`src/design/urlpd_pkg.sv`:
```
`default_nettype none

package urlpd_pkg;

  // Character codes
  localparam logic [7:0] ChPercent = 8'h25;
  localparam logic [7:0] ChLowerU  = 8'h75;
  localparam logic [7:0] ChUpperU  = 8'h55;
  localparam logic [7:0] ChPlus    = 8'h2B;
  localparam logic [7:0] ChSpace   = 8'h20;
  localparam logic [7:0] ChZero    = 8'h30;
  localparam logic [7:0] ChAmp     = 8'h26;
  localparam logic [7:0] ChQuest   = 8'h3F;
  localparam logic [7:0] ChSlash   = 8'h2F;
  localparam logic [7:0] ChQuote   = 8'h22;

  // Most words one input byte can cause, and most held bytes of one escape
  localparam int unsigned MaxWords = 6;
  localparam int unsigned MaxHeld  = 5;
  localparam int unsigned CntW     = $clog2(MaxWords + 1);

  // Held bytes of an unfinished escape, in the order they arrived
  typedef struct packed {
    logic [MaxHeld-1:0][7:0] bytes;
    logic [CntW-1:0]         len;
  } flush_t;

  function automatic logic is_hex(input logic [7:0] c);
    return (c >= 8'h30 && c <= 8'h39) || (c >= 8'h61 && c <= 8'h66) ||
           (c >= 8'h41 && c <= 8'h46);
  endfunction

  // Letters have bit 6 set and low nibble 1..6
  function automatic logic [3:0] hex_val(input logic [7:0] c);
    return c[6] ? (c[3:0] + 4'd9) : c[3:0];
  endfunction

  function automatic logic [7:0] hex_pair(input logic [7:0] hi, input logic [7:0] lo);
    return {hex_val(hi), hex_val(lo)};
  endfunction

  function automatic logic is_special(input logic [7:0] c);
    return c == ChSpace || c == ChQuote || c == ChPercent ||
           c == ChAmp || c == ChQuest || c == ChSlash;
  endfunction

  // List the bytes held for an escape that is being given up
  function automatic flush_t flush_held(input logic [2:0] cnt, input logic is_u,
                                        input logic [7:0] uch, input logic [7:0] h0,
                                        input logic [7:0] h1, input logic [7:0] h2);
    flush_t f;
    f = '0;
    if (cnt >= 3'd1 && cnt <= 3'd5) begin
      f.bytes[0] = ChPercent;
      f.len      = CntW'(1);
      if (is_u) begin
        if (cnt >= 3'd2) begin
          f.bytes[1] = uch;
          f.len      = CntW'(2);
        end
        if (cnt >= 3'd3) begin
          f.bytes[2] = h0;
          f.len      = CntW'(3);
        end
        if (cnt >= 3'd4) begin
          f.bytes[3] = h1;
          f.len      = CntW'(4);
        end
        if (cnt >= 3'd5) begin
          f.bytes[4] = h2;
          f.len      = CntW'(5);
        end
      end else if (cnt >= 3'd2) begin
        f.bytes[1] = h0;
        f.len      = CntW'(2);
      end
    end
    return f;
  endfunction

endpackage

`default_nettype wire

```
`src/design/url_percent_decoder.sv`:
```
`default_nettype none

// URL percent decoder. Takes one string byte per input word and gives the
// decoded bytes as output words, one per cycle while out_stall_i is low. An
// input byte is decoded in the cycle it is accepted; its zero to six result
// words land in a six-entry result buffer that drains one word a cycle when
// not stalled, and the next byte is taken in the same cycle the buffer's last
// word leaves. Plain text flows at one byte per cycle when not stalled; a
// broken escape given back as literal bytes holds off input until they drain.
// The plus-to-space register is written with cfg_we_i and takes effect on the
// next accepted byte; write it only while no string is in progress.
module url_percent_decoder (
  input  wire logic       clk_i,
  input  wire logic       rst_ni,
  input  wire logic       cfg_we_i,
  input  wire logic       cfg_wdata_i,
  input  wire logic       in_valid_i,
  output logic            in_stall_o,
  input  wire logic [7:0] in_byte_i,
  input  wire logic       string_last_i,
  output logic            out_valid_o,
  input  wire logic       out_stall_i,
  output logic [7:0]      out_byte_o,
  output logic            has_byte_o,
  output logic            run_last_o,
  output logic            string_end_o,
  output logic            suspicious_o
);
  import urlpd_pkg::*;

  // Configuration and decoder state
  logic       plus_q;
  logic [2:0] pend_cnt_q, pend_cnt_d;
  logic       pend_u_q, pend_u_d;
  logic [7:0] u_char_q, u_char_d;
  logic [7:0] held_q [3];
  logic [7:0] held_d [3];
  logic       susp_q, susp_d;

  // Result buffer
  logic [7:0]      buf_q [MaxWords];
  logic [CntW-1:0] buf_cnt_q;
  logic            buf_has_q, buf_end_q, buf_sus_q;

  // Decode signals
  logic            in_acc, out_acc;
  logic [7:0]      c;
  logic            brk, put, load;
  logic [7:0]      put_byte;
  logic [7:0]      em [MaxWords];
  logic [CntW-1:0] n;
  flush_t          fl_old, fl_new;
  logic [2:0]      tk_cnt;
  logic            tk_u;
  logic            tk_susp;

  assign out_valid_o = buf_cnt_q != '0;
  assign out_acc     = out_valid_o && !out_stall_i;
  assign in_stall_o  = out_valid_o && !(buf_cnt_q == CntW'(1) && out_acc);
  assign in_acc      = in_valid_i && !in_stall_o;

  assign out_byte_o   = buf_q[0];
  assign run_last_o   = buf_cnt_q == CntW'(1);
  assign has_byte_o   = buf_has_q;
  assign string_end_o = buf_end_q && run_last_o;
  assign suspicious_o = buf_sus_q && string_end_o;

  assign c      = (plus_q && in_byte_i == ChPlus) ? ChSpace : in_byte_i;
  assign fl_old = flush_held(pend_cnt_q, pend_u_q, u_char_q, held_q[0], held_q[1], held_q[2]);
  assign fl_new = flush_held(tk_cnt, tk_u, u_char_d, held_d[0], held_d[1], held_d[2]);

  // Step the escape state by one byte
  always_comb begin
    brk      = 1'b0;
    put      = 1'b0;
    put_byte = c;
    tk_cnt   = pend_cnt_q;
    tk_u     = pend_u_q;
    u_char_d = u_char_q;
    held_d   = held_q;
    tk_susp  = susp_q;
    case (pend_cnt_q)
      3'd0: begin
        if (c == ChPercent) begin
          tk_cnt = 3'd1;
          tk_u   = 1'b0;
        end else begin
          put = 1'b1;
        end
      end
      3'd1: begin
        if (c == ChLowerU || c == ChUpperU) begin
          tk_u     = 1'b1;
          u_char_d = c;
          tk_cnt   = 3'd2;
        end else if (is_hex(c)) begin
          held_d[0] = c;
          tk_cnt    = 3'd2;
        end else if (is_special(c)) begin
          put    = 1'b1;
          tk_cnt = 3'd0;
          tk_u   = 1'b0;
        end else begin
          brk = 1'b1;
        end
      end
      3'd2, 3'd3, 3'd4, 3'd5: begin
        if (!pend_u_q) begin
          if (is_hex(c)) begin
            put      = 1'b1;
            put_byte = hex_pair(held_q[0], c);
            tk_cnt   = 3'd0;
            tk_u     = 1'b0;
          end else begin
            brk = 1'b1;
          end
        end else if (pend_cnt_q == 3'd2) begin
          if (is_hex(c)) begin
            held_d[0] = c;
            tk_cnt    = 3'd3;
          end else if (is_special(c)) begin
            put    = 1'b1;
            tk_cnt = 3'd0;
            tk_u   = 1'b0;
          end else begin
            brk = 1'b1;
          end
        end else if (pend_cnt_q == 3'd3 || pend_cnt_q == 3'd4) begin
          if (is_hex(c)) begin
            if (pend_cnt_q == 3'd3) begin
              held_d[1] = c;
            end else begin
              held_d[2] = c;
            end
            tk_cnt = pend_cnt_q + 3'd1;
          end else begin
            brk = 1'b1;
          end
        end else begin
          if (is_hex(c)) begin
            if (held_q[0] == ChZero && held_q[1] == ChZero) begin
              put      = 1'b1;
              put_byte = hex_pair(held_q[2], c);
            end else begin
              tk_susp = 1'b1;
            end
            tk_cnt = 3'd0;
            tk_u   = 1'b0;
          end else begin
            brk = 1'b1;
          end
        end
      end
      default: begin
        // count of six or seven: drop the held bytes, handle c as idle
        tk_cnt = 3'd0;
        tk_u   = 1'b0;
        if (c == ChPercent) begin
          tk_cnt = 3'd1;
        end else begin
          put = 1'b1;
        end
      end
    endcase
    // A broken escape gives back its bytes, then c starts afresh
    if (brk) begin
      tk_cnt = 3'd0;
      tk_u   = 1'b0;
      if (c == ChPercent) begin
        tk_cnt = 3'd1;
      end else begin
        put = 1'b1;
      end
    end
  end

  // Assemble the result words in order
  always_comb begin
    n = '0;
    for (int i = 0; i < MaxWords; i++) begin
      em[i] = '0;
    end
    if (brk) begin
      for (int i = 0; i < MaxHeld; i++) begin
        if (CntW'(i) < fl_old.len) begin
          em[n] = fl_old.bytes[i];
          n     = n + CntW'(1);
        end
      end
    end
    if (put) begin
      em[n] = put_byte;
      n     = n + CntW'(1);
    end
    if (string_last_i) begin
      for (int i = 0; i < MaxHeld; i++) begin
        if (CntW'(i) < fl_new.len && n < CntW'(MaxWords)) begin
          em[n] = fl_new.bytes[i];
          n     = n + CntW'(1);
        end
      end
    end
  end

  assign load = in_acc && (n != '0 || string_last_i);

  // Next decoder state; string end returns it to idle
  always_comb begin
    pend_cnt_d = tk_cnt;
    pend_u_d   = tk_u;
    susp_d     = tk_susp;
    if (string_last_i) begin
      pend_cnt_d = 3'd0;
      pend_u_d   = 1'b0;
      susp_d     = 1'b0;
    end
  end

  // Hold configuration and control state
  always_ff @(posedge clk_i or negedge rst_ni) begin
    if (!rst_ni) begin
      plus_q     <= 1'b0;
      pend_cnt_q <= 3'd0;
      pend_u_q   <= 1'b0;
      u_char_q   <= '0;
      susp_q     <= 1'b0;
      buf_cnt_q  <= '0;
    end else begin
      if (cfg_we_i) begin
        plus_q <= cfg_wdata_i;
      end
      if (in_acc) begin
        pend_cnt_q <= pend_cnt_d;
        pend_u_q   <= pend_u_d;
        u_char_q   <= u_char_d;
        susp_q     <= susp_d;
      end
      if (load) begin
        buf_cnt_q <= (n == '0) ? CntW'(1) : n;
      end else if (out_acc) begin
        buf_cnt_q <= buf_cnt_q - CntW'(1);
      end
    end
  end

  // Load the result buffer or advance it by one word
  always_ff @(posedge clk_i) begin
    if (in_acc) begin
      held_q <= held_d;
    end
    if (load) begin
      buf_q     <= em;
      buf_has_q <= n != '0;
      buf_end_q <= string_last_i;
      buf_sus_q <= tk_susp;
    end else if (out_acc) begin
      for (int i = 0; i < MaxWords - 1; i++) begin
        buf_q[i] <= buf_q[i+1];
      end
    end
  end

  // Checks
  a_pend_range: assert property (@(posedge clk_i) disable iff (!rst_ni)
    pend_cnt_q <= 3'd5)
    else $error("escape hold count out of range");

  a_last_clears: assert property (@(posedge clk_i) disable iff (!rst_ni)
    in_acc && string_last_i |=> pend_cnt_q == 3'd0 && !susp_q)
    else $error("state not cleared after string end");

  a_empty_is_end: assert property (@(posedge clk_i) disable iff (!rst_ni)
    out_valid_o && !has_byte_o |-> string_end_o)
    else $error("empty word outside string end");

  a_sus_at_end: assert property (@(posedge clk_i) disable iff (!rst_ni)
    out_valid_o && suspicious_o |-> string_end_o && run_last_o)
    else $error("suspicious flag outside string end");

endmodule

`default_nettype wire

```
`config.mk`:
```
export PLATFORM = sky130hd
export DESIGN_NAME = url_percent_decoder
export DESIGN_NICKNAME = d
export VERILOG_FILES = /design/src/design/urlpd_pkg.sv /design/src/design/url_percent_decoder.sv
export SDC_FILE = /design/constraint.sdc
export NUM_CORES = 1
export LEC_CHECK = 0
export BUFFER_PORTS_ARGS = -buffer_cell sky130_fd_sc_hd__clkbuf_2
export CORE_AREA = 2 2 170 172
export CTS_BUF_LIST = sky130_fd_sc_hd__clkbuf_4 sky130_fd_sc_hd__clkbuf_8 sky130_fd_sc_hd__clkbuf_16
export DETAILED_ROUTE_END_ITERATION = 16
export DIE_AREA = 0 0 172 174
export HOLD_SLACK_MARGIN = 0.03
export PLACE_DENSITY = 0.44
export SLEW_MARGIN = 20
export SYNTH_ARGS = -nofsm -noshare
export SYNTH_HDL_FRONTEND = slang
export SYNTH_SLANG_ARGS = --single-unit
```
`constraint.sdc`:
```
create_clock -name clk_i -period 6.1 [get_ports clk_i]
set_clock_uncertainty 0.1 [all_clocks]
set_input_delay 0.305 -clock clk_i [delete_from_list [all_inputs] [get_ports clk_i]]
set_output_delay 0.305 -clock clk_i [all_outputs]
set_load 0.01 [all_outputs]
```
**Yosys cells after proc, flatten, opt, wreduce, memory -nomap -nowiden**

Cells that the tools add are included.

- Register bits after elaboration: 92
- Bits of input ports: 15
- Logic and storage cells: 340

- Add/subtract/negate cells: 15
- Order comparisons: 53
- Eq/ne operators: 17
- Multiplexer cells: 179
- Bitwise logic cells: 10
- Reductions and logical operators: 48

Operators by type and width:

| operator | count |
|---|---|
| $mux W48 | 19 |
| $bwmux W48 | 10 |
| $mux W8 | 39 |
| $demux W8 S3 | 10 |
| $mux W3 | 43 |
| $mux W43 | 2 |
| $mux W40 | 2 |
| $eq A8 B6 Y1 const B | 9 |
| $mux W24 | 3 |
| $mux W16 | 4 |
| $ge A4 B4 Y1 const B | 10 |
| $lt A4 B1 Y1 const B | 10 |
| $not A3 Y4 | 10 |
| $mux W1 | 37 |
| $add A3 B1 Y3 const B | 11 |
| $logic_and A1 B1 Y1 | 29 |
| $eq A8 B7 Y1 const B | 2 |
| $ge A8 B7 Y1 const B | 2 |
| $le A8 B7 Y1 const B | 2 |
| $pmux W8 S2 | 1 |
| $lt A3 B3 Y1 const B | 5 |
| $add A4 B4 Y4 const B | 3 |
| $ge A3 B2 Y1 const B | 4 |
| $ge A3 B3 Y1 const B | 4 |
| 22 further kinds | 51 |

**Logic depth before layout (Yosys ltp)**

Gate-level depths: netlist of run 1.

- Depth after elaboration: 54
- Depth in mapped cells: 27

**Worst setup path before layout of run 1**

Ideal clock, no wire load.

- Path kind: flip-flop to flip-flop
- Start point: register pend_cnt_q[1]
- End point: register buf_q[18] (netlist bit), data pin
- Arrival: 5.203 ns
- Data required time: 5.733 ns
- Slack: 0.529 ns
- Cell stages (with the launch flop): 24
- Cells stage by stage: dfrtp_1 > buf_2 > inv_1 > ha_1 > clkbuf_1 > nor4b_2 > a21oi_2 > nor2_1 > nor3_2 > nand2_2 > inv_1 > ha_1 > o31ai_1 > nand3_1 > clkbuf_1 > ha_1 > nand2_1 > a211oi_1 > mux2_2 > a311o_1 > buf_2 > or2_1 > a2111oi_0 > o21ai_1

- Cells in the longest elaborated chain, start to end: 49
- Elaborated cells on any way between the ends: 233
- Those cells by class: add/sub: 11; order compare: 47; eq/ne: 5; mux: 137; bitwise: 10; reduce/logical: 23

RTL lines:

| item | line | RTL |
|---|---|---|
| start: declaration | url_percent_decoder.sv:33 | `logic [2:0] pend_cnt_q, pend_cnt_d;` |
| start signal: assignment | url_percent_decoder.sv:233 | `pend_cnt_q <= pend_cnt_d;` |
| $ge A3 B2 Y1 | urlpd_pkg.sv:57, urlpd_pkg.sv:73 |  |
| $mux W2 | urlpd_pkg.sv:57, urlpd_pkg.sv:73 |  |
| $mux W3 | urlpd_pkg.sv:61 | `if (cnt >= 3'd3) begin` |
| $mux W3 | urlpd_pkg.sv:65 | `if (cnt >= 3'd4) begin` |
| $mux W3 | urlpd_pkg.sv:69 | `if (cnt >= 3'd5) begin` |
| $mux W3 | urlpd_pkg.sv:56 | `if (is_u) begin` |
| $mux W43 | urlpd_pkg.sv:53 | `if (cnt >= 3'd1 && cnt <= 3'd5) begin` |
| $lt A1 B3 Y1 | url_percent_decoder.sv:185 | `if (CntW'(i) < fl_old.len) begin` |
| (+33 left out) | -- |  |
| $ge A4 B4 Y1 (not written as such) or $lt A4 B1 Y1 (tied branches) | url_percent_decoder.sv:198 | `em[n] = fl_new.bytes[i];` |
| $logic_and A1 B1 Y1 (not written as such) | url_percent_decoder.sv:198 |  |
| $mux W8 (not written as such) | url_percent_decoder.sv:198 |  |
| $demux W8 S3 | url_percent_decoder.sv:198 |  |
| $bwmux W48 | url_percent_decoder.sv:198 |  |
| $mux W48 | url_percent_decoder.sv:197 | `if (CntW'(i) < fl_new.len && n < CntW'(MaxWords)) begin` |
| $mux W48 | url_percent_decoder.sv:195 | `if (string_last_i) begin` |
| $mux W40 * | url_percent_decoder.sv:251 | `if (load) begin` |
| end signal: assignment | url_percent_decoder.sv:252 | `buf_q <= em;` |
| end signal: indexed assignment | url_percent_decoder.sv:258 | `buf_q[i] <= buf_q[i+1];` |
| end: declaration | url_percent_decoder.sv:41 | `logic [7:0] buf_q [MaxWords];` |

Every way passes the cells marked *; elsewhere a longest branch is shown, timed or not. The select of a mux whose other input is x is not followed.
A chain may end at the register's enable or synchronous reset.

**Worst setup path in the final report of run 1**

- Start point: register pend_cnt_q[0]
- End point: register buf_q[21] (netlist bit), data pin

The elaborated chain is that of the path after synthesis.

==> summary.md, run 1 <==
| Metric | Value |
|---|---|
| First-pass GRT wire length | `between 50 and 60 mm` |
| Die W | `between 150 and 200 um` |
| Fin Setup TNS | `0 ns` |
| Clock power share | `16.3%` |
| Seq/Total Area, Yosys | `32.3%` |
| Minimum clock period | `5.86 ns` |
| Period utilisation layout | `96.0%` |
| Via count of the routed design | `8403` |
| Post-layout net count | `roughly 1000` |
| Slew HR | `20.9%` |
| DR WL/cell | `25.6 um` |
| Routed wire length | `35.8 mm` |
| ANT cells | `0` |
| Mapped Area | `about 8300 um^2` |
| Synth Instances | `989` |
| FFs w/ async S/R, synth | `18.5%` |
| Post-synthesis average cell area | `8.39 um^2` |
| Slew @ Worst Pin | `1.18 ns` |
| CTS clk-pin slew, worst paths | `0.08 ns` |
| Synth warn | `0` |
| # DRC | `0` |
| Post-synth EDFFs | `75` |
| Switch Pwr | `1.81 mW` |
| Critical Path RT | `6.10 ns` |
| First-pass detailed-route iteration total | `5` |
| Sw frac | `48.0%` |
| Post-synth cell types | `101` |
| CTS tree | `done` |
| Slew Limit Fails | `0` |
| CP endpoint kind | `flip-flop` |
| Clk Latency, worst-skew pair | `0.37 ns` |
| Share of cells above drive strength 1 | `15.8%` |
| Routability Congestion | `between 0.9 and 1` |
| CTS max path bufs | `2` |
| Number of CTS-inserted buffers | `9` |
| Number of DRC markers in iteration 0 | `940` |
| Synth area leaders | `edfxtp_1 (27%), dfrtp_1 (5.1%), o21ai_0 (5.0%)` |
| Sequential share of power | `29.4%` |
| Crit start category | `flip-flop` |
| Mapped Nets | `1021` |
| Share of the synthesized area in the top cell type | `27.2%` |
| Antenna viol nets, final | `0` |
| Core Region | `28200 um^2` |
| Min-delay worst type | `in2reg` |
| Die height | `174 um` |
| Power Total | `3.76 mW` |
| Largest net degree at the start of global routing | `59` |
| Initial antenna violation count | `0` |
| Global route overflow | `0` |
| Die Area | `around 30000 um^2` |
| Row cnt | `between 60 and 70` |
| Port buffer count | `28` |
| DP HPWL | `27.4 mm` |
| Vias per cell | `6.01` |
| Max Fclk | `171 MHz` |
| Critical path peak fanout | `12` |
| # IOs | `29` |
| Max Cap Viol | `0` |
| Final Setup Violations | `0` |
| Internal power | `1.96 mW` |
| Vias in the first global route | `around 8000` |
| Area growth syn-to-layout | `12.8%` |
| # fillers | `3076` |
| Synth area leader | `edfxtp_1` |
| Top FF cell, synth | `edfxtp_1` |
| Crit path DAT | `5.86 ns` |
| CTS Root Cell | `clkbuf_16` |
| Worst VDD drop | `0.165 mV` |
| Clock sinks | `92` |
| H-tree depth | `3` |
| Initial core utilization | `29.4%` |
| Status | `completed` |
| Finished Core Util | `33.1%` |
| Total GRT Usage | `24.0%` |
| Pwr Density | `403 nW/um^2` |
| Leak pwr | `3.39 nW` |
| Unrepaired setup endpoints after global routing | `yes` |
| Seq cells post-synth | `92` |
| Worst setup path class | `reg2reg` |
| Comb pwr share | `54.3%` |
| Final-report hold violation count | `0` |
==> worst paths after layout <==
path | startpoint | to | slack (ns) | cells after the start
max | pend_cnt_q[0] | buf_q[21] | 0.24 | 18
min | cfg_wdata_i | plus_q | 0.08 | 2
max reg2reg | pend_cnt_q[0] | buf_q[21] | 0.24 | 18
min reg2reg | u_char_q[2] | u_char_q[2] | 0.40 | 2
max in group asynchronous | rst_ni | pend_cnt_q[1] | 5.09 | 2
min in group asynchronous | rst_ni | plus_q | 0.38 | 2
==> cell usage after synthesis, types with 16 or more instances <==
library cell,n
nand2_1,107
nor2_1,83
o21ai_0,83
edfxtp_1,75
a21oi_1,56
clkbuf_1,43
inv_1,37
mux2i_1,31
nand3_1,31
o22ai_1,21
a31oi_1,20
mux2_2,19
dfrtp_1,17
ha_1,17
o211ai_1,17
and3_1,16
==> layout by cell type, fill, tap and decap left out, drive strengths merged, types with 14 or more instances in the layout <==
| master | instances |
|---|---|
| clkbuf | 38 |
| dfrtp | 17 |
| edfxtp | 75 |
| o22ai | 21 |
| a211oi | 15 |
| nand2 | 110 |
| and2 | 14 |
| nor3 | 15 |
| a21oi | 57 |
| o211ai | 20 |
| ha | 17 |
| mux2i | 31 |
| o21ai | 93 |
| and3 | 16 |
| a31oi | 20 |
| nor2 | 83 |
| inv | 43 |
| buf | 52 |
| mux2 | 19 |
| nand3 | 32 |
==> critical path, stage by stage (launching register included) <==
cell	delay, ns
dfrtp_1	0.59
ha_1	0.22
ha_1	0.38
nor2_1	0.18
a21oi_4	0.32
nor2_1	0.14
buf_4	0.20
o31a_1	0.29
o211ai_4	0.31
xor2_4	0.33
inv_2	0.06
ha_1	0.35
and3_1	0.19
a311oi_1	0.39
or3_1	0.32
o2111ai_2	0.28
or2_1	0.37
a2111oi_1	0.42
o21ai_1	0.13
==> sequential cells by signal, indices dropped and copies added (netlist names) <==
name	cells
buf_cnt_q	3
buf_end_q	1
buf_q	40
buf_sus_q	1
has_byte_o	1
held_q	24
out_byte_o	8
pend_cnt_q	3
pend_u_q	1
plus_q	1
susp_q	1
u_char_q	8
==> layout make-up <==
| cell class | instances | area, um^2 | share of cell area [%] |
|---|---|---|---|
| timing repair buffer | 81 | 553 | 5.91 |
| clock buffer | 10 | 233 | 2.49 |
| multi-input combinational | 784 | 5180 | 55.4 |
| clock inverter | 6 | 71.3 | 0.763 |
| tap | 384 | 480 | 5.14 |
| inverter | 42 | 158 | 1.69 |
| sequential | 92 | 2680 | 28.6 |
==> stage by stage <==
step	cells	setup WS (ns)	hold slack [ns]	cell area (um^2)
floorplan	989	0.529	-0.0906	8290
global placement	1380	0.308	0.257	8980
detailed placement	1380	0.277	0.255	8980
CTS	1397	0.233	0.0740	9290
global route	1399	-0.0558	0.0848	9350
finish	1399	0.244	0.0755	9350
==> timing repair <==
item,CTS,global route
endpoints found under the hold margin,17,0
endpoints found under the setup margin,0,44
setup buffers,0,2
hold buffers,1,0
resized for setup,0,10
==> routing by layer <==
metal / part of all wire (%) / track usage, % / routed length [um] / vias to the layer above
met3: 6.6 / 3.48 / 2350 / 60
met2: 45 / 37.1 / 16100 / 340
met1: 44 / 33.0 / 15800 / 4188
met5: 0.13 / 0 / 45 / -
met4: 4.0 / 10.5 / 1450 / 2
li1: - / - / - / 3813
==> power by group through the flow <==
| stage | Clock, mW | Combinational, mW | Sequential, mW |
|---|---|---|---|
| finish | 0.613 | 2.04 | 1.11 |
| floorplan | 0 | 1.36 | 1.06 |
| CTS | 0.625 | 1.99 | 1.11 |
| global route | 0.645 | 2.20 | 1.13 |
| detailed placement | 0 | 1.98 | 1.12 |
| global placement | 0 | 1.98 | 1.12 |
==> kinds of logic (layout without fill, tap and decap cells) <==
family,Yosys count,in the layout,share of synthesized area (%)
AOI/OAI and AO/OA,353,353,29.4
muxes,50,50,6.32
xor gates and xnor gates,17,17,2.28
DFF,92,92,32.3
and+or+nand+nor,347,347,21.3
adders and majority gates,17,17,2.56
buffers and inverters,113,139,5.78
(Power assumes the default switching activity.)
==> inputs of run 2 (changes only) <==
==> constraint.sdc (replaced) <==
create_clock -name clk_i -period 6.1 [get_ports clk_i]
set_clock_uncertainty 0.1 [all_clocks]
set_input_delay 1.83 -clock clk_i [delete_from_list [all_inputs] [get_ports clk_i]]
set_output_delay 1.83 -clock clk_i [all_outputs]
set_load 0.01 [all_outputs]
==> run 2 against run 1 <==
  * Total power grew 17%
  * Routed wire length grew 2.8%
  * Fmax shrank 1.4%
  * Critical path depth grew 1
  * Die area is the same
  * Core utilization grew 4.9 points
  * Sequential share of layout area shrank 3.7 points
  * Non-clock buffer count grew 144
  * Clock-buffer cell count grew 1
  * First-iteration DRC count shrank 15%
  * Flip-flop and latch count is the same
==> summary.md, run 2 (synthesized netlist as in run 1, its figures left out) <==
| Metric | Value |
|---|---|
| Status | `completed` |
| Die height | `174 um (unchanged)` |
| Delay-heaviest family, CP | `compound AO/OA/AOI/OAI gates` |
| DR WL/cell | `23.8 um (-6.8%)` |
| Initial antenna violation count | `0 (unchanged)` |
| First-pass detailed-route iteration total | `6 (+1)` |
| Slew Limit Fails | `0 (unchanged)` |
| Worst setup path class | `in2reg` |
| CTS clk-pin slew, worst paths | `0.07 ns (about the same)` |
| Post-layout net count | `1186 (+14%)` |
| Row cnt | `62 (unchanged)` |
| # DRC | `0 (unchanged)` |
| Final-report hold violation count | `0 (unchanged)` |
| Sw frac | `44.3% (-3.7 points)` |
| Total GRT Usage | `24.9% (+0.98 points)` |
| Largest net degree at the start of global routing | `56 (-5.1%)` |
| Vias in the first global route | `8529 (+6.7%)` |
| Register area | `2680 um^2 (about the same)` |
| CTS max path bufs | `2 (unchanged)` |
| # fillers | `2946 (-4.2%)` |
| Comb pwr share | `60.1% (+5.8 points)` |
| Global route overflow | `0 (unchanged)` |
| Worst VDD drop | `0.172 mV (+4.2%)` |
| Critical path peak fanout | `6 (-6)` |
| Die W | `172 um (unchanged)` |
| Setup slack at placement | `-0.319 ns (-0.596 ns)` |
| CTS tree | `done` |
| First-pass GRT wire length | `55.1 mm (+5.2%)` |
| Final Setup Violations | `0 (unchanged)` |
| Crit path top cell by count | `buf_6` |
| Port buffer count | `28 (unchanged)` |
| Placed cell areas | `10200 um^2 (+14%)` |
| Max reg flops | `40 (unchanged)` |
| Max Cap Viol | `0 (unchanged)` |
| Number of CTS-inserted buffers | `9 (unchanged)` |
| Area growth syn-to-layout | `29.5%` |
| Routability Congestion | `0.986 (+4.0%)` |
| Die Area | `29900 um^2 (unchanged)` |
| Period utilisation layout | `97.3% (+1.3 points)` |
| Minimum clock period | `5.94 ns (+0.0813 ns)` |
| Crit start category | `primary input` |
| # IOs | `29 (unchanged)` |
| Max Fclk | `168 MHz (-1.4%)` |
| Critical Path RT | `6.11 ns (about the same)` |
| Pwr Density | `410 nW/um^2 (+1.9%)` |
| Number of DRC markers in iteration 0 | `802 (-15%)` |
| Worst path slowest cell | `a221oi_4` |
| Area of the multi-input gates | `5410 um^2 (+4.5%)` |
| Largest Register | `buf_q` |
| Finished Core Util | `38.0% (+4.9 points)` |
| Sequential share of power | `25.0% (-4.4 points)` |
| Switch Pwr | `1.95 mW (+7.9%)` |
| H-tree depth | `3 (unchanged)` |
| Routed wire length | `36.8 mm (+2.8%)` |
| Power Total | `4.40 mW (+17%)` |
| CTS Root Cell | `clkbuf_16` |
| Core Region | `28200 um^2 (unchanged)` |
| CP endpoint kind | `flip-flop` |
| CP bufs+invs | `5 (+3)` |
| Regs by FF count | `buf_q (40), held_q (24)` |
| Slew @ Worst Pin | `1.06 ns (-0.116 ns)` |
| Antenna viol nets, final | `0 (unchanged)` |
| ANT cells | `0 (unchanged)` |
| Via count of the routed design | `8783 (+4.5%)` |
| Most frequent cells in the layout | `buf_4 (190), nand2_1 (104), nor2_1 (82)` |
| Share of cells above drive strength 1 | `29.0% (+13 points)` |
| Leak pwr | `4.17 nW (+23%)` |
| Vias per cell | `5.69 (-5.2%)` |
| Clock sinks | `92 (unchanged)` |
| Crit path DAT | `5.94 ns (+0.08 ns)` |
| WHS | `0.399 ns (+0.324 ns)` |
| Slew HR | `28.3% (+7.4 points)` |
| Post-route cell area | `10700 um^2 (+15%)` |
| Slack of the critical path | `0.162 ns (-0.0813 ns)` |
| Internal power | `2.45 mW (+25%)` |
| Min-delay worst type | `reg2reg` |
| Most common cell after layout, fill and taps aside | `buf_4` |
| DP HPWL | `29.1 mm (+5.9%)` |
| Initial core utilization | `29.4% (unchanged)` |
| Clk Latency, worst-skew pair | `0.37 ns (about the same)` |
| Clock power share | `14.9% (-1.4 points)` |
| CP Cell Sequence | `clkbuf_2 > buf_4 > or3_4 > a221o_1 > a221oi_4 > buf_6 > o31a_1 > o211ai_4 > xor2_4 > inv_2 > ha_4 > nand2_2 > a211oi_2 > mux2_4 > a311o_2 > buf_6 > or2_4 > a2111oi_4 > o21ai_1` |
| Max incr delay on CP | `0.41 ns (-0.18 ns)` |
| Cts hold-fix bufs | `0 (-1)` |
## run 2: power groups by stage
stage	clock, mW	sequential, mW	combinational, mW
floorplan	0	1.06	1.42
global placement	0	1.11	2.53
detailed placement	0	1.11	2.53
CTS	0.666	1.10	2.54
global route	0.686	1.12	2.86
finish	0.656	1.10	2.65
## run 2: stage by stage
stage	TNS (ns)	std cells
after floorplan	-0.101	989
after global placement	-6.45	1521
after detailed placement	-7.92	1521
after CTS	0	1537
after global routing	-0.00588	1543
final	0	1543
## run 2: layout make-up
class | instances | share of cell area, %
clock buffers | 11 | 2.30
multi-input cells | 784 | 50.4
flip-flops and latches | 92 | 24.9
well taps | 384 | 4.48
clock inverters | 5 | 0.793
inverters | 42 | 1.52
repair buffers | 225 | 15.6
## run 2: path summary, 6_finish.rpt
check / slack, ns / cells past startpoint / end / start
min in group asynchronous: 1.36 / 1 / u_char_q[4] / rst_ni
max in group asynchronous: 4.14 / 1 / u_char_q[0] / rst_ni
worst max register to register: 0.80 / 22 / buf_q[11] / pend_cnt_q[1]
worst min register to register: 0.40 / 2 / u_char_q[6] / u_char_q[6]
worst max-delay path: 0.16 / 19 / buf_q[18] / in_byte_i[1]
worst min-delay path: 0.40 / 2 / u_char_q[6] / u_char_q[6]
## run 2: what timing repair did
action | in CTS | in global routing
resized for setup | 0 | 26
endpoints found under the setup margin | 0 | 42
buffers inserted | 0 | 6
## run 2: worst reg2reg max path: stages (launching register included)
cell	delay, ns
dfrtp_1	0.45
ha_1	0.22
ha_1	0.33
a2111oi_0	0.47
a21oi_1	0.07
o21ai_0	0.17
ha_1	0.32
xor2_1	0.25
nand2_2	0.10
inv_2	0.09
ha_4	0.21
o31ai_1	0.07
nand3_2	0.15
ha_4	0.21
xnor3_1	0.40
a21oi_1	0.08
or4_1	0.40
a21oi_1	0.15
buf_4	0.15
o211ai_2	0.16
buf_4	0.21
a221o_1	0.31
nand3_1	0.09
## run 2: metal layers
metal	vias up	GRT usage, %	routed length, um
li1	4104	-	-
met1	4286	34.3	16600
met2	330	39.7	16800
met3	63	3.05	1980
met4	0	9.77	1370
met5	-	0	0
==> inputs of run 3 (changes only) <==
Settings changed: CORE_AREA 2 2 170 172 to 4 4 172 174, DIE_AREA 0 0 172 174 to 0 0 176 178.
==> run 3 against run 2 <==
  * Register-to-register slack worse by 0.40 ns
  * Highest routed layer unchanged
  * Cell count fell by 0.65%
  * Largest cell class unchanged
  * Worst hold slack improved by 0.00050 ns
  * Largest power group unchanged
  * Die area is 4.7% higher
==> summary.md, run 3 (synthesized netlist as in run 1, its figures left out) <==
| Metric | Value |
|---|---|
| # DRC | `0 (unchanged)` |
| DP HPWL | `28.9 mm (-0.53%)` |
| Die height | `178 um (+2.3%)` |
| Largest Register | `buf_q` |
| Clock sinks | `92 (unchanged)` |
| Max Cap Viol | `0 (unchanged)` |
| Final Setup Violations | `0 (unchanged)` |
| Max incr delay on CP | `0.40 ns (about the same)` |
| Min-delay worst type | `reg2reg` |
| Pwr Density | `407 nW/um^2 (-0.64%)` |
| First-pass GRT wire length | `55.0 mm (-0.32%)` |
| Initial core utilization | `29.9% (+0.48 points)` |
| Minimum clock period | `6.03 ns (+0.0901 ns)` |
| Clk Latency, worst-skew pair | `0.37 ns (about the same)` |
| Critical Path RT | `6.17 ns (+0.06 ns)` |
| Most frequent cells in the layout | `buf_4 (184), nand2_1 (105), nor2_1 (81)` |
| Vias in the first global route | `8427 (-1.2%)` |
| Delay-heaviest family, CP | `compound AO/OA/AOI/OAI gates` |
| Share of cells above drive strength 1 | `29.3% (+0.27 points)` |
| Total GRT Usage | `23.5% (-1.5 points)` |
| Area growth syn-to-layout | `29.5% (about the same)` |
| Slew Limit Fails | `0 (unchanged)` |
| Critical path origin | `in_byte_i[1]` |
| Initial antenna violation count | `0 (unchanged)` |
| First-pass detailed-route iteration total | `5 (-1)` |
| Regs by FF count | `buf_q (40), held_q (24)` |
| CTS tree | `done` |
| Worst path slowest cell | `a221o_1` |
| Die Area | `31300 um^2 (+4.7%)` |
| Most common cell after layout, fill and taps aside | `buf_4` |
| CP Cell Sequence | `clkbuf_2 > buf_4 > or3_4 > a221o_1 > a221oi_4 > nor3_4 > nand2_2 > inv_2 > ha_4 > o211ai_1 > o211ai_2 > buf_4 > buf_4 > xnor3_1 > buf_4 > o32ai_4 > buf_4 > nand4_1 > buf_6 > o22a_1 > a211o_1 > o221ai_1` |
| Worst Min Path Start | `u_char_q[2]` |
| Critical path peak fanout | `5 (-1)` |
| CTS Root Cell | `clkbuf_16` |
| Port buffer count | `28 (unchanged)` |
| Routed wire length | `37.3 mm (+1.3%)` |
| FF-to-FF Start | `pend_cnt_q[1]` |
| Max reg flops | `40 (unchanged)` |
| Post-route cell area | `10700 um^2 (about the same)` |
| CP bufs+invs | `8 (+3)` |
| Vias per cell | `5.75 (+1.1%)` |
| Placed cell areas | `10200 um^2 (about the same)` |
| Status | `completed` |
| Slew HR | `25.1% (-3.1 points)` |
| Core Region | `27800 um^2 (-1.6%)` |
| Post-layout net count | `1182 (-0.34%)` |
| Leak pwr | `4.13 nW (-0.99%)` |
| Routability Congestion | `0.928 (-5.9%)` |
| Antenna viol nets, final | `0 (unchanged)` |
| Period utilisation layout | `98.8% (+1.5 points)` |
| CP endpoint kind | `flip-flop` |
| CTS max path bufs | `2 (unchanged)` |
| Row cnt | `61 (-1.6%)` |
| H-tree depth | `3 (unchanged)` |
| Placed cell count | `1512 (-0.59%)` |
| Number of DRC markers in iteration 0 | `938 (+17%)` |
| Max Fclk | `166 MHz (-1.5%)` |
| Largest net degree at the start of global routing | `56 (unchanged)` |
| # IOs | `29 (unchanged)` |
| ANT cells | `0 (unchanged)` |
| Worst setup path class | `in2reg` |
| CTS clk-pin slew, worst paths | `0.08 ns (about the same)` |
| Final Non-Filler Cells | `1533 (-0.65%)` |
| Worst VDD drop | `0.178 mV (+3.5%)` |
| Via count of the routed design | `8820 (+0.42%)` |
| Number of CTS-inserted buffers | `9 (unchanged)` |
| Die W | `176 um (+2.3%)` |
| Crit path top cell by count | `buf_4` |
| Final-report hold violation count | `0 (unchanged)` |
| Crit start category | `primary input` |
| Global route overflow | `0 (unchanged)` |
| Crit path DAT | `6.10 ns (+0.16 ns)` |
| DR WL/cell | `24.3 um (+2.0%)` |
| Slew @ Worst Pin | `1.12 ns (+0.0580 ns)` |
| Fin Setup TNS | `0 ns (unchanged)` |
run 3: cell count changes in the layout (fill, tap and decap cells not counted), sizes merged:
cell	before	now
bufinv	2	1
clkinvlp	1	3
buf	198	193
run 3: area by class of cell:
type                    count  area (um^2)
flip-flops and latches     92         2680
fillers                  2899        17000
well taps                 378          473
inverters                  42          163
clock buffers              10          233
multi-input cells         784         5450
clock inverters             6         72.6
repair buffers            221         1670
run 3: metrics by stage:
| step | setup slack (ns) | total power [mW] | hold WS [ns] | utilization [%] |
|---|---|---|---|---|
| after global routing | -0.0300 | 4.64 | 0.426 | 38.6 |
| final | 0.0721 | 4.37 | 0.400 | 38.6 |
| after global placement | -0.298 | 3.62 | 0.372 | 36.7 |
| after CTS | 0.00874 | 4.24 | 0.401 | 37.9 |
| after floorplan | -0.0490 | 2.48 | 0.352 | - |
| after detailed placement | -0.373 | 3.61 | 0.386 | 36.7 |
run 3: timing repair:
item | 4_1_cts | 5_1_grt
resized for setup | 1 | 37
setup buffers | 0 | 6
pin swaps | 0 | 23
endpoints found under the hold margin | 0 | 0
hold buffers | 0 | 0
setup endpoints to repair | 4 | 51
run 3: report_power, final:
group	internal, mW	switching, mW
sequential	0.985	0.112
clock	0.327	0.291
combinational	1.08	1.58
run 3: tightest hold or removal path, delay by kind of cell (launching register included):
kind,cells,cell delay [ns]
flip-flops,1,0.35
AO/OA/AOI/OAI,1,0.06
buffers and inverters,1,0.05
run 3: path summary, 6_finish.rpt:
kind	end	slack, ns	cells after the start
worst max-delay path	buf_q[3]	0.07	22
worst min-delay path	u_char_q[2]	0.40	2
worst max register to register	buf_q[3]	0.40	23
worst min register to register	u_char_q[2]	0.40	2
max in group asynchronous	buf_cnt_q[2]	4.10	1
min in group asynchronous	plus_q	1.37	1
run 3: routing by layer:
metal / up-vias / routed length (um) / global-route usage [%] / part of all wire (%)
met4: 0 / 1550 / 9.10 / 4.1
met2: 336 / 17100 / 38.1 / 46
met1: 4311 / 16700 / 32.2 / 45
li1: 4096 / - / - / -
met3: 77 / 1940 / 2.80 / 5.2
met5: - / 0 / 0 / 0
